<file path="src/hdl/assert_macros.svh">
// assertion macros used by the decoder rtl
`ifndef ASSERT_MACROS_SVH
`define ASSERT_MACROS_SVH

// expression must hold at every clock edge outside reset
`define ASSERT_ALWAYS(label, clk, rst, expr, msg) \
  label: assert property (@(posedge clk) disable iff (rst) (expr)) else $error(msg);

// consequent must hold in the same cycle as the antecedent
`define ASSERT_IMPLIES(label, clk, rst, ante, cons, msg) \
  label: assert property (@(posedge clk) disable iff (rst) (ante) |-> (cons)) else $error(msg);

// consequent must hold in the cycle after the antecedent
`define ASSERT_NEXT(label, clk, rst, ante, cons, msg) \
  label: assert property (@(posedge clk) disable iff (rst) (ante) |=> (cons)) else $error(msg);

`endif

</file>
<file path="src/hdl/ldsc_pkg.sv">
// shared types and constants of the serial command decoder
`timescale 1ns / 1ps

package ldsc_pkg;

  localparam int CMD_MAX     = 31;
  localparam int CMD_LEN_W   = 5;
  localparam int CMD_KEEP    = 7;
  localparam int CMD_IDX_W   = 3;

  localparam int REPLY_DEPTH = 32;
  localparam int REPLY_AW    = 5;
  localparam int REPLY_CW    = 6;
  localparam logic [REPLY_CW-1:0] REPLY_FULL = REPLY_CW'(REPLY_DEPTH);

  localparam int QUEUE_DEPTH = 4;
  localparam int QUEUE_AW    = 2;
  localparam int QUEUE_CW    = 3;

  localparam int IN_DATA_W   = 32;
  localparam int IN_USER_W   = 2;
  localparam int OUT_DATA_W  = 56;
  localparam int DIGITS_W    = 40;
  localparam int FRAME_W     = 16;

  // frame to decimal: q = (v * RECIP_TEN) >> RECIP_SHIFT equals v / 10 for 16 bits
  localparam logic [FRAME_W-1:0] RECIP_TEN = 16'hcccd;
  localparam int RECIP_SHIFT = 19;
  localparam int QUOT_W      = 13;
  localparam logic [2:0] CONV_LAST = 3'd4;

  localparam int PUSH_IDX_W  = 3;
  localparam logic [PUSH_IDX_W-1:0] PUSH_LAST_STATUS = 3'd1;
  localparam logic [PUSH_IDX_W-1:0] PUSH_LAST_SEARCH = 3'd2;
  localparam logic [PUSH_IDX_W-1:0] PUSH_LAST_FRAME  = 3'd6;

  localparam logic [7:0] CHR_CR    = 8'h0d;
  localparam logic [7:0] CHR_STAR  = 8'h2a;
  localparam logic [7:0] CHR_COMMA = 8'h2c;
  localparam logic [7:0] CHR_SLASH = 8'h2f;
  localparam logic [7:0] CHR_ZERO  = 8'h30;
  localparam logic [7:0] CHR_ONE   = 8'h31;
  localparam logic [7:0] CHR_NINE  = 8'h39;
  localparam logic [7:0] CHR_QUEST = 8'h3f;
  localparam logic [7:0] CHR_A     = 8'h41;
  localparam logic [7:0] CHR_B     = 8'h42;
  localparam logic [7:0] CHR_F     = 8'h46;
  localparam logic [7:0] CHR_N     = 8'h4e;
  localparam logic [7:0] CHR_R     = 8'h52;
  localparam logic [7:0] CHR_S     = 8'h53;
  localparam logic [7:0] CHR_U     = 8'h55;

  typedef enum logic [1:0] {
    REQ_WRITE = 2'd0,
    REQ_READ  = 2'd1,
    REQ_POLL  = 2'd2,
    REQ_NOP   = 2'd3
  } req_t;

  typedef enum logic [3:0] {
    ACT_NONE         = 4'd0,
    ACT_PAUSE        = 4'd1,
    ACT_PLAY_RESTORE = 4'd2,
    ACT_PLAY_MUTED   = 4'd3,
    ACT_SEARCH_HOLD  = 4'd4,
    ACT_SEARCH_PLAY  = 4'd5,
    ACT_AUDIO1_OFF   = 4'd6,
    ACT_AUDIO1_ON    = 4'd7,
    ACT_AUDIO2_OFF   = 4'd8,
    ACT_AUDIO2_ON    = 4'd9
  } act_t;

  typedef enum logic [2:0] {
    OP_REPORT,
    OP_READ,
    OP_POLL,
    OP_REPLY_STATUS,
    OP_REPLY_FRAME,
    OP_REPLY_SEARCH
  } op_kind_t;

  typedef enum logic [2:0] {
    B_IDLE,
    B_CONV,
    B_PUSH,
    B_READ,
    B_DONE
  } back_state_t;

  typedef struct packed {
    op_kind_t             kind;
    act_t                 act;
    logic [DIGITS_W-1:0]  digits;
    logic [FRAME_W-1:0]   frame;
    logic                 paused;
  } op_t;

endpackage

</file>
<file path="src/hdl/ldsc_ram.sv">
// generic single write port ram with registered read
`timescale 1ns / 1ps

module ldsc_ram #(
  parameter int WIDTH = 8,
  parameter int DEPTH = 32
) (
  input  logic                     clk,
  input  logic                     we,
  input  logic [$clog2(DEPTH)-1:0] waddr,
  input  logic [WIDTH-1:0]         wdata,
  input  logic [$clog2(DEPTH)-1:0] raddr,
  output logic [WIDTH-1:0]         rdata
);

  logic [WIDTH-1:0] mem [DEPTH];

  always_ff @(posedge clk) begin
    if (we) begin
      mem[waddr] <= wdata;
    end
    rdata <= mem[raddr];
  end

endmodule

</file>
<file path="src/hdl/ldsc_front.sv">
// front end: accepts items, collects command bytes, classifies commands
`timescale 1ns / 1ps

module ldsc_front (
  input  logic                           clk,
  input  logic                           rst,
  input  logic                           s_axis_tvalid,
  output logic                           s_axis_tready,
  input  logic [ldsc_pkg::IN_DATA_W-1:0] s_axis_tdata,
  input  logic [ldsc_pkg::IN_USER_W-1:0] s_axis_tuser,
  input  logic                           q_full,
  output logic                           op_valid,
  output ldsc_pkg::op_t                  op
);

  logic [7:0]                     cmd [ldsc_pkg::CMD_KEEP];
  logic [ldsc_pkg::CMD_LEN_W-1:0] cmd_len;
  logic [ldsc_pkg::CMD_LEN_W-1:0] cmd_len_next;
  logic                           cmd_we;

  ldsc_pkg::req_t               req;
  logic [7:0]                   data_byte;
  logic [ldsc_pkg::FRAME_W-1:0] frame_in;
  logic                         player_paused;
  logic [7:0]                   c0;
  logic [7:0]                   c1;
  logic [7:0]                   c6;
  logic                         is_digit;

  assign req           = ldsc_pkg::req_t'(s_axis_tuser);
  assign data_byte     = s_axis_tdata[7:0];
  assign frame_in      = s_axis_tdata[23:8];
  assign player_paused = s_axis_tdata[24];

  assign s_axis_tready = !q_full;
  assign op_valid      = s_axis_tvalid && s_axis_tready;

  assign c0 = (cmd_len > 5'd0) ? cmd[0] : 8'd0;
  assign c1 = (cmd_len > 5'd1) ? cmd[1] : 8'd0;
  assign c6 = (cmd_len > 5'd6) ? cmd[6] : 8'd0;
  assign is_digit = (data_byte >= ldsc_pkg::CHR_ZERO) && (data_byte <= ldsc_pkg::CHR_NINE);

  always_comb begin
    op.kind   = ldsc_pkg::OP_REPORT;
    op.act    = ldsc_pkg::ACT_NONE;
    op.digits = '0;
    op.frame  = frame_in;
    op.paused = player_paused;
    cmd_len_next = cmd_len;
    cmd_we = 1'b0;
    unique case (req)
      ldsc_pkg::REQ_WRITE: begin
        if (data_byte == ldsc_pkg::CHR_CR) begin
          cmd_len_next = '0;
          unique case (c0) inside
            ldsc_pkg::CHR_STAR, ldsc_pkg::CHR_SLASH: begin
              op.act = ldsc_pkg::ACT_PAUSE;
            end
            ldsc_pkg::CHR_COMMA: begin
              if (c1 == ldsc_pkg::CHR_ONE) begin
                op.kind = ldsc_pkg::OP_REPLY_STATUS;
              end
            end
            ldsc_pkg::CHR_QUEST: begin
              if (c1 == ldsc_pkg::CHR_F) begin
                op.kind = ldsc_pkg::OP_REPLY_FRAME;
              end
            end
            ldsc_pkg::CHR_A: begin
              if (c1 == ldsc_pkg::CHR_ZERO) begin
                op.act = ldsc_pkg::ACT_AUDIO1_OFF;
              end else if (c1 == ldsc_pkg::CHR_ONE) begin
                op.act = ldsc_pkg::ACT_AUDIO1_ON;
              end
            end
            ldsc_pkg::CHR_B: begin
              if (c1 == ldsc_pkg::CHR_ZERO) begin
                op.act = ldsc_pkg::ACT_AUDIO2_OFF;
              end else if (c1 == ldsc_pkg::CHR_ONE) begin
                op.act = ldsc_pkg::ACT_AUDIO2_ON;
              end
            end
            ldsc_pkg::CHR_F: begin
              if (cmd_len == 5'd7 && (c6 == ldsc_pkg::CHR_R || c6 == ldsc_pkg::CHR_N)) begin
                op.kind   = ldsc_pkg::OP_REPLY_SEARCH;
                op.act    = (c6 == ldsc_pkg::CHR_N) ? ldsc_pkg::ACT_SEARCH_PLAY
                                                    : ldsc_pkg::ACT_SEARCH_HOLD;
                op.digits = {cmd[1], cmd[2], cmd[3], cmd[4], cmd[5]};
              end
            end
            ldsc_pkg::CHR_N: begin
              op.act = ldsc_pkg::ACT_PLAY_RESTORE;
            end
            ldsc_pkg::CHR_U: begin
              op.act = ldsc_pkg::ACT_PLAY_MUTED;
            end
            default: begin
            end
          endcase
        end else if (!(is_digit && cmd_len == '0)) begin
          if (cmd_len < ldsc_pkg::CMD_LEN_W'(ldsc_pkg::CMD_MAX)) begin
            cmd_len_next = cmd_len + 5'd1;
            cmd_we = cmd_len < ldsc_pkg::CMD_LEN_W'(ldsc_pkg::CMD_KEEP);
          end
        end
      end
      ldsc_pkg::REQ_READ: begin
        op.kind = ldsc_pkg::OP_READ;
      end
      ldsc_pkg::REQ_POLL: begin
        op.kind = ldsc_pkg::OP_POLL;
      end
      ldsc_pkg::REQ_NOP: begin
      end
      default: begin
      end
    endcase
  end

  // only the first bytes of a command are ever decoded
  always_ff @(posedge clk) begin
    if (op_valid && cmd_we) begin
      cmd[cmd_len[ldsc_pkg::CMD_IDX_W-1:0]] <= data_byte;
    end
  end

  always_ff @(posedge clk) begin
    if (rst) begin
      cmd_len <= '0;
    end else if (op_valid) begin
      cmd_len <= cmd_len_next;
    end
  end

endmodule

</file>
<file path="src/hdl/ldsc_queue.sv">
// short operation queue between front and back end
`timescale 1ns / 1ps

module ldsc_queue (
  input  logic          clk,
  input  logic          rst,
  input  logic          wr_en,
  input  ldsc_pkg::op_t wr_op,
  output logic          full,
  input  logic          rd_en,
  output logic          rd_valid,
  output ldsc_pkg::op_t rd_op
);

  ldsc_pkg::op_t                 slots [ldsc_pkg::QUEUE_DEPTH];
  logic [ldsc_pkg::QUEUE_AW-1:0] wr_ptr;
  logic [ldsc_pkg::QUEUE_AW-1:0] rd_ptr;
  logic [ldsc_pkg::QUEUE_CW-1:0] count;

  assign full     = count == ldsc_pkg::QUEUE_CW'(ldsc_pkg::QUEUE_DEPTH);
  assign rd_valid = count != '0;
  assign rd_op    = slots[rd_ptr];

  always_ff @(posedge clk) begin
    if (wr_en) begin
      slots[wr_ptr] <= wr_op;
    end
  end

  always_ff @(posedge clk) begin
    if (rst) begin
      wr_ptr <= '0;
      rd_ptr <= '0;
      count  <= '0;
    end else begin
      if (wr_en) begin
        wr_ptr <= wr_ptr + 1'b1;
      end
      if (rd_en) begin
        rd_ptr <= rd_ptr + 1'b1;
      end
      case ({wr_en, rd_en})
        2'b10:   count <= count + 1'b1;
        2'b01:   count <= count - 1'b1;
        default: count <= count;
      endcase
    end
  end

endmodule

</file>
<file path="src/hdl/ldsc_back.sv">
// back end: reply queue, search and audio state, result register
`timescale 1ns / 1ps
`include "assert_macros.svh"

module ldsc_back (
  input  logic                            clk,
  input  logic                            rst,
  input  logic                            q_valid,
  input  ldsc_pkg::op_t                   q_op,
  output logic                            q_pop,
  output logic                            m_axis_tvalid,
  input  logic                            m_axis_tready,
  output logic [ldsc_pkg::OUT_DATA_W-1:0] m_axis_tdata
);

  ldsc_pkg::back_state_t state;
  ldsc_pkg::back_state_t state_next;

  logic [ldsc_pkg::REPLY_AW-1:0] reply_head;
  logic [ldsc_pkg::REPLY_CW-1:0] reply_count;
  logic                          search_waiting;
  logic                          play_waiting;
  logic                          left_audio_flag;
  logic                          right_audio_flag;

  ldsc_pkg::op_kind_t              cur_kind;
  ldsc_pkg::act_t                  act_r;
  logic [ldsc_pkg::DIGITS_W-1:0]   digits_r;
  logic [7:0]                      rd_byte;
  logic                            dropped;
  logic [ldsc_pkg::FRAME_W-1:0]    frame_val;
  logic [19:0]                     dig;
  logic [2:0]                      conv_cnt;
  logic [ldsc_pkg::PUSH_IDX_W-1:0] push_idx;

  logic                            ram_we;
  logic [ldsc_pkg::REPLY_AW-1:0]   ram_waddr;
  logic [7:0]                      ram_wdata;
  logic [7:0]                      ram_rdata;
  logic                            out_load;
  logic                            out_free;
  logic [ldsc_pkg::PUSH_IDX_W-1:0] push_last;
  logic                            poll_release;

  logic [31:0]                     prod;
  logic [ldsc_pkg::QUOT_W-1:0]     quot;
  logic [ldsc_pkg::FRAME_W-1:0]    quot_ten;
  logic [3:0]                      rem;

  assign out_free  = !m_axis_tvalid || m_axis_tready;
  assign ram_waddr = reply_head + reply_count[ldsc_pkg::REPLY_AW-1:0];
  assign poll_release = search_waiting && q_op.paused;

  // one decimal digit per cycle, least significant first
  assign prod     = frame_val * ldsc_pkg::RECIP_TEN;
  assign quot     = prod[31:ldsc_pkg::RECIP_SHIFT];
  assign quot_ten = {quot, 3'b000} + {2'b00, quot, 1'b0};
  assign rem      = 4'(frame_val - quot_ten);

  ldsc_ram #(
    .WIDTH (8),
    .DEPTH (ldsc_pkg::REPLY_DEPTH)
  ) u_reply_ram (
    .clk   (clk),
    .we    (ram_we),
    .waddr (ram_waddr),
    .wdata (ram_wdata),
    .raddr (reply_head),
    .rdata (ram_rdata)
  );

  always_comb begin
    ram_wdata = ldsc_pkg::CHR_CR;
    push_last = '0;
    case (cur_kind)
      ldsc_pkg::OP_REPLY_STATUS: begin
        push_last = ldsc_pkg::PUSH_LAST_STATUS;
        if (push_idx == '0) begin
          ram_wdata = ldsc_pkg::CHR_S;
        end
      end
      ldsc_pkg::OP_REPLY_SEARCH: begin
        push_last = ldsc_pkg::PUSH_LAST_SEARCH;
        if (push_idx == 3'd0) begin
          ram_wdata = ldsc_pkg::CHR_A;
        end else if (push_idx == 3'd1) begin
          ram_wdata = (act_r == ldsc_pkg::ACT_SEARCH_PLAY) ? ldsc_pkg::CHR_ONE
                                                            : ldsc_pkg::CHR_ZERO;
        end
      end
      ldsc_pkg::OP_REPLY_FRAME: begin
        push_last = ldsc_pkg::PUSH_LAST_FRAME;
        if (push_idx == 3'd0) begin
          ram_wdata = ldsc_pkg::CHR_F;
        end else if (push_idx != ldsc_pkg::PUSH_LAST_FRAME) begin
          ram_wdata = ldsc_pkg::CHR_ZERO + {4'd0, dig[19:16]};
        end
      end
      default: begin
      end
    endcase
  end

  always_comb begin
    state_next = state;
    q_pop      = 1'b0;
    ram_we     = 1'b0;
    out_load   = 1'b0;
    unique case (state)
      ldsc_pkg::B_IDLE: begin
        if (q_valid) begin
          q_pop = 1'b1;
          case (q_op.kind) inside
            ldsc_pkg::OP_READ: begin
              state_next = (reply_count != '0) ? ldsc_pkg::B_READ : ldsc_pkg::B_DONE;
            end
            ldsc_pkg::OP_REPLY_STATUS, ldsc_pkg::OP_REPLY_SEARCH: begin
              state_next = ldsc_pkg::B_PUSH;
            end
            ldsc_pkg::OP_REPLY_FRAME: begin
              state_next = ldsc_pkg::B_CONV;
            end
            default: begin
              state_next = ldsc_pkg::B_DONE;
            end
          endcase
        end
      end
      ldsc_pkg::B_CONV: begin
        if (conv_cnt == ldsc_pkg::CONV_LAST) begin
          state_next = ldsc_pkg::B_PUSH;
        end
      end
      ldsc_pkg::B_PUSH: begin
        ram_we = reply_count != ldsc_pkg::REPLY_FULL;
        if (push_idx == push_last) begin
          state_next = ldsc_pkg::B_DONE;
        end
      end
      ldsc_pkg::B_READ: begin
        state_next = ldsc_pkg::B_DONE;
      end
      ldsc_pkg::B_DONE: begin
        if (out_free) begin
          out_load   = 1'b1;
          state_next = ldsc_pkg::B_IDLE;
        end
      end
      default: begin
        state_next = ldsc_pkg::B_IDLE;
      end
    endcase
  end

  always_ff @(posedge clk) begin
    if (rst) begin
      state <= ldsc_pkg::B_IDLE;
    end else begin
      state <= state_next;
    end
  end

  always_ff @(posedge clk) begin
    if (rst) begin
      reply_head       <= '0;
      reply_count      <= '0;
      search_waiting   <= 1'b0;
      play_waiting     <= 1'b0;
      left_audio_flag  <= 1'b1;
      right_audio_flag <= 1'b1;
      m_axis_tvalid    <= 1'b0;
    end else begin
      if (q_pop) begin
        case (q_op.act)
          ldsc_pkg::ACT_AUDIO1_OFF: left_audio_flag  <= 1'b0;
          ldsc_pkg::ACT_AUDIO1_ON:  left_audio_flag  <= 1'b1;
          ldsc_pkg::ACT_AUDIO2_OFF: right_audio_flag <= 1'b0;
          ldsc_pkg::ACT_AUDIO2_ON:  right_audio_flag <= 1'b1;
          default: begin
          end
        endcase
        if (q_op.kind == ldsc_pkg::OP_REPLY_SEARCH) begin
          search_waiting <= 1'b1;
          if (q_op.act == ldsc_pkg::ACT_SEARCH_PLAY) begin
            play_waiting <= 1'b1;
          end
        end
        if (q_op.kind == ldsc_pkg::OP_POLL && poll_release) begin
          search_waiting <= 1'b0;
          play_waiting   <= 1'b0;
        end
      end
      if (state == ldsc_pkg::B_READ) begin
        reply_head  <= reply_head + 1'b1;
        reply_count <= reply_count - 1'b1;
      end else if (ram_we) begin
        reply_count <= reply_count + 1'b1;
      end
      if (out_load) begin
        m_axis_tvalid <= 1'b1;
      end else if (m_axis_tready) begin
        m_axis_tvalid <= 1'b0;
      end
    end
  end

  always_ff @(posedge clk) begin
    if (q_pop) begin
      cur_kind  <= q_op.kind;
      act_r     <= (q_op.kind == ldsc_pkg::OP_POLL && poll_release && play_waiting)
                   ? ldsc_pkg::ACT_PLAY_RESTORE : q_op.act;
      digits_r  <= q_op.digits;
      rd_byte   <= '0;
      dropped   <= 1'b0;
      frame_val <= q_op.frame;
      conv_cnt  <= '0;
      push_idx  <= '0;
    end
    if (state == ldsc_pkg::B_CONV) begin
      frame_val <= {3'd0, quot};
      dig       <= {rem, dig[19:4]};
      conv_cnt  <= conv_cnt + 1'b1;
    end
    if (state == ldsc_pkg::B_PUSH) begin
      push_idx <= push_idx + 1'b1;
      if (cur_kind == ldsc_pkg::OP_REPLY_FRAME && push_idx != '0) begin
        dig <= {dig[15:0], 4'd0};
      end
      if (!ram_we) begin
        dropped <= 1'b1;
      end
    end
    if (state == ldsc_pkg::B_READ) begin
      rd_byte <= ram_rdata;
    end
    if (out_load) begin
      m_axis_tdata <= {dropped, right_audio_flag, left_audio_flag, digits_r, act_r,
                       !search_waiting && reply_count != '0, rd_byte};
    end
  end

  `ASSERT_IMPLIES(a_play_needs_search, clk, rst, play_waiting, search_waiting, "play pending without search")
  `ASSERT_NEXT(a_full_queue_drops, clk, rst, state == ldsc_pkg::B_PUSH && reply_count == ldsc_pkg::REPLY_FULL, dropped, "full reply queue did not flag a drop")
  `ASSERT_IMPLIES(a_read_not_empty, clk, rst, state == ldsc_pkg::B_READ, reply_count != '0, "reply read from empty queue")
  `ASSERT_IMPLIES(a_result_from_done, clk, rst, $rose(m_axis_tvalid), $past(state) == ldsc_pkg::B_DONE, "result raised outside done state")

endmodule

</file>
<file path="src/hdl/laserdisc_serial_command_decoder_core.sv">
// top level of the player-side serial command decoder
`timescale 1ns / 1ps

// Input channel s_axis: one item per request; tuser carries the request kind
// (write command byte, read reply byte, poll, no-op), tdata the byte, the current
// frame and the paused flag. Output channel m_axis: exactly one result per item,
// in order: popped reply byte, data-ready, player action, search digits, audio
// enables and the reply overflow flag.
// The front end accepts an item per cycle while its 4-entry operation queue has
// room; command bytes are collected and decoded there in the accept cycle.
// The back end runs one operation at a time: a plain item goes from idle to done,
// a read passes a read state (registered reply ram read) if replies are queued,
// the status and search replies push their bytes, the frame reply first converts
// the frame to decimal digits, then pushes one reply byte per cycle, before done.
// A result waits in the output register while m_axis_tready is low; the back
// end then holds, the queue fills and s_axis_tready drops.
// Reset empties both queues, clears search and play pending and sets both
// audio enables; no clearing pass is needed.
module laserdisc_serial_command_decoder_core (
  input  logic        clk,
  input  logic        rst,
  input  logic        s_axis_tvalid,
  output logic        s_axis_tready,
  input  logic [31:0] s_axis_tdata,  // data_byte, frame_in, player_paused
  input  logic [1:0]  s_axis_tuser,  // req_type
  output logic        m_axis_tvalid,
  input  logic        m_axis_tready,
  // read_byte, data_ready, player_action, search_digits, audio_left_on,
  // audio_right_on, reply_overflow
  output logic [55:0] m_axis_tdata
);

  logic          op_valid;
  ldsc_pkg::op_t op;
  logic          q_full;
  logic          q_pop;
  logic          q_valid;
  ldsc_pkg::op_t q_op;

  ldsc_front u_front (
    .clk           (clk),
    .rst           (rst),
    .s_axis_tvalid (s_axis_tvalid),
    .s_axis_tready (s_axis_tready),
    .s_axis_tdata  (s_axis_tdata),
    .s_axis_tuser  (s_axis_tuser),
    .q_full        (q_full),
    .op_valid      (op_valid),
    .op            (op)
  );

  ldsc_queue u_queue (
    .clk      (clk),
    .rst      (rst),
    .wr_en    (op_valid),
    .wr_op    (op),
    .full     (q_full),
    .rd_en    (q_pop),
    .rd_valid (q_valid),
    .rd_op    (q_op)
  );

  ldsc_back u_back (
    .clk           (clk),
    .rst           (rst),
    .q_valid       (q_valid),
    .q_op          (q_op),
    .q_pop         (q_pop),
    .m_axis_tvalid (m_axis_tvalid),
    .m_axis_tready (m_axis_tready),
    .m_axis_tdata  (m_axis_tdata)
  );

endmodule
</file>
<file path="config.mk">
export PLATFORM = sky130hd
export DESIGN_NAME = laserdisc_serial_command_decoder_core
export DESIGN_NICKNAME = d
export VERILOG_FILES = /design/src/hdl/ldsc_pkg.sv /design/src/hdl/ldsc_ram.sv /design/src/hdl/ldsc_front.sv /design/src/hdl/ldsc_queue.sv /design/src/hdl/ldsc_back.sv /design/src/hdl/laserdisc_serial_command_decoder_core.sv
export VERILOG_INCLUDE_DIRS = /design/src /design/src/hdl
export SDC_FILE = /design/constraint.sdc
export NUM_CORES = 1
export LEC_CHECK = 0
export BUFFER_PORTS_ARGS = -buffer_cell sky130_fd_sc_hd__clkbuf_2
export CAP_MARGIN = 15
export CORE_UTILIZATION = 27
export CTS_CLUSTER_DIAMETER = 40
export DETAILED_ROUTE_END_ITERATION = 8
export SLEW_MARGIN = 40
export SYNTH_ARGS = -nofsm -noshare
export SYNTH_HDL_FRONTEND = slang
export SYNTH_HIERARCHICAL = 1
export SYNTH_SLANG_ARGS = --single-unit
</file>
<file path="constraint.sdc">
create_clock -name clk -period 7.67 [get_ports clk]
set_input_delay 1.534 -clock clk [delete_from_list [all_inputs] [get_ports clk]]
set_output_delay 1.534 -clock clk [all_outputs]
set_load 0.05 [all_outputs]
</file>
==> qor.yml <==
clock_network:
  numCtsBuffers: 86
  clk_path_buf_depth: 3
  clkSinkCount: 763
  worstSkewPairLatency_ns: 0.68
  cts_tree: "built"
  cts.clk_slew.worst_paths_ns: 0.06
  htreeDepth: 3
  cts-resized-gates: 0
  cts_hold_buf: 0
  post-cts-setup-buffer-count: 0
  clockRootBuffer: "clkbuf_16"
sta:
  hold_slack_ns: 0.399
  clock.fmax_mhz: 156
  fin_crit_ns: 6.40
  rsz0062_at_grt: "false"
  drv_slew: 0
  setup_tns_ns: 0
  fin_crit_sh_pct: 83.4
  finalHoldViolCount: 0
  slew_headroom_pct: 41.2
  setup_viol: 0
  skew_ns: 0.0505
  worst_pin_slew_ns: 0.879
run:
  cap_violations: 0
critical_path:
  crit_required_ns: 8.21
  start_kind: "flip-flop"
  crit_fanout: 5
  rr_startpoint: "u_back/frame_val[6]"
  cp.arrival_ns: 6.94
  crit_start: "u_back/frame_val[6]"
  endpoint_kind: "flip-flop"
  crit_type: "reg2reg"
  ff2ff_path_depth: 22
cells_and_area:
  finalNetCount: 2507
  design_area_um2: 39600
  nFillCells: 12200
  final_common_cell: "edfxtp_1"
  areaGrowthSynthToFinish_pct: 15.6
  drive_gt1_share_pct: 20.1
  layout_common_cells: "698 x edfxtp_1, 206 x inv_1, 157 x ha_1"
floorplanning:
  rows: 130
  coreArea_um2: 126000
  die_area_um2: 128000
  start_util_pct: 27.3
  pin_count: 96
  die_h_um: 358
  die_x_um: 358
global_route:
  gr-total-overflow: 0
  antenna_found_initial: 5
  grt_max_degree: 69
  grt_pass1_wl_mm: 108
  track_usage_pct: 11.1
  grt_pass1_vias: 18000
logic_synthesis:
  synthFlopType: "edfxtp_1"
  syn_inst: 2079
  post_synth_num_cell_types: 94
  async_flop_share_pct: 0
  synth_edf_count: 698
  yosysWarnings: 6
  netlist_area_um2: 34300
  yosys.area.top_type_share_pct: 61.1
  synth_area_leaders: "edfxtp_1 61%, mux4_2 9.2%, ha_1 5.7%"
  ys_seq_elements: 763
  synth.largest_area_cell: "edfxtp_1"
  seq_area_frac_synth_pct: 64.9
  avgSynthCellArea_um2: 16.5
routing:
  wl_per_cell_um: 17.8
  ant_nets: 0
  drtIter0Drc: 1098
  routed_wl_mm: 70.5
  vias_per_cell: 4.42
  drt_first_pass_iters: 5
  drcViolationCount: 0
  num_vias: 17500
placement:
  place.gp.congestion: 0.836
  place.detailed.hpwl_mm: 47.1
  postPlaceCellArea_um2: 36700
  io_buffers: 88
hold_path:
  min_from: "u_back/rd_byte[0]"
  hp-class: "reg2reg"
  hold_depth: 0
run_status:
  status: "complete, no violations"
[area by class of cell]
type	count	area, um^2	share of cell area, %
sequential	763	22300	56.2
antenna	1	2.50	0.00631
multi-input combinational	1058	10900	27.4
clock buffer	93	2190	5.52
timing repair buffer	112	677	1.71
tap	1650	2060	5.21
inverter	208	781	1.97
clock inverter	64	776	1.96
[cell families after synthesis]
logic type	share of synthesized area, %
mux	9.88
simple gates	6.09
other cells	0.0109
buf+inv	3.95
fa+ha+maj	10.6
flops	64.9
xor+xnor	1.02
compound gates	3.53
[flip-flops by register name, indices dropped and copies added, names as in the netlist, 6 cells and up, named ones only]
register                  flops
u_back/dig                   20
u_back/digits_r              40
u_back/frame_val             16
u_back/m_axis_tdata          56
u_back/rd_byte                8
u_back/reply_count            6
u_back/u_reply_ram/mem      256
u_back/u_reply_ram/rdata      8
u_front/cmd                  56
u_queue/slots               256
[final timing paths]
check,slack [ns],end
setup reg to reg,1.27,u_back/dig[19]
hold / removal,0.40,u_back/m_axis_tdata[0]
setup / recovery,1.27,u_back/dig[19]
hold reg to reg,0.40,u_back/m_axis_tdata[0]
[layer usage]
layer,wire (um),GRT usage (%)
met5,52,0
met1,31600,14.7
met4,1260,3.31
met2,34400,18.5
met3,3090,2.05
[critical path, cell delays in order (launching register included)]
cell and delay [ns]:
edfxtp_1 0.53, ha_1 0.41, inv_1 0.11, fa_1 0.54, inv_1 0.06, fa_1 0.50
fa_1 0.52, fa_1 0.54, inv_1 0.05, fa_1 0.53, inv_1 0.04, ha_1 0.34
and4_1 0.22, and3_1 0.17, a21oi_1 0.14, o211ai_1 0.16, xor2_1 0.20, ha_1 0.32
and2_1 0.15, a311oi_1 0.26, xnor2_1 0.19, xnor2_1 0.18, o21ai_0 0.10
[synthesized netlist by cell type (4+ instances only)]
cell and count:
buf_6 7, nor4bb_1 4, o21a_1 6, fa_1 83
mux2_2 8, clkbuf_1 24, nor2_1 116, nor3_1 13
inv_1 206, a21o_1 14, o21bai_1 4, buf_12 6
and3_1 9, nand4_1 16, xor2_1 21, nand2_1 87
or3_1 9, a21oi_1 63, buf_2 10, mux4_2 140
ha_1 157, buf_1 8, nand3b_1 8, and2_1 61
mux4_1 4, and4_1 4, a211oi_1 4, nand3_1 21
dfxtp_1 65, nor4b_1 4, nand2b_1 9, nor2b_1 8
edfxtp_1 698, nor3b_1 5, a31oi_1 18, o31ai_1 6
xnor2_1 19, o21ai_0 34, mux2i_1 4, buf_4 23
[through the flow]
step,instances,setup slack [ns],util (%)
after floorplan,2110,1.83,-
after global placement,3788,1.26,29.1
after detailed placement,3791,1.25,29.1
after CTS,3948,1.21,31.5
after global routing,3948,0.888,31.5
final,3949,1.27,31.5
Power is not shown: default switching activity piles up to over one toggle a cycle in this logic, so the estimate is an artifact.
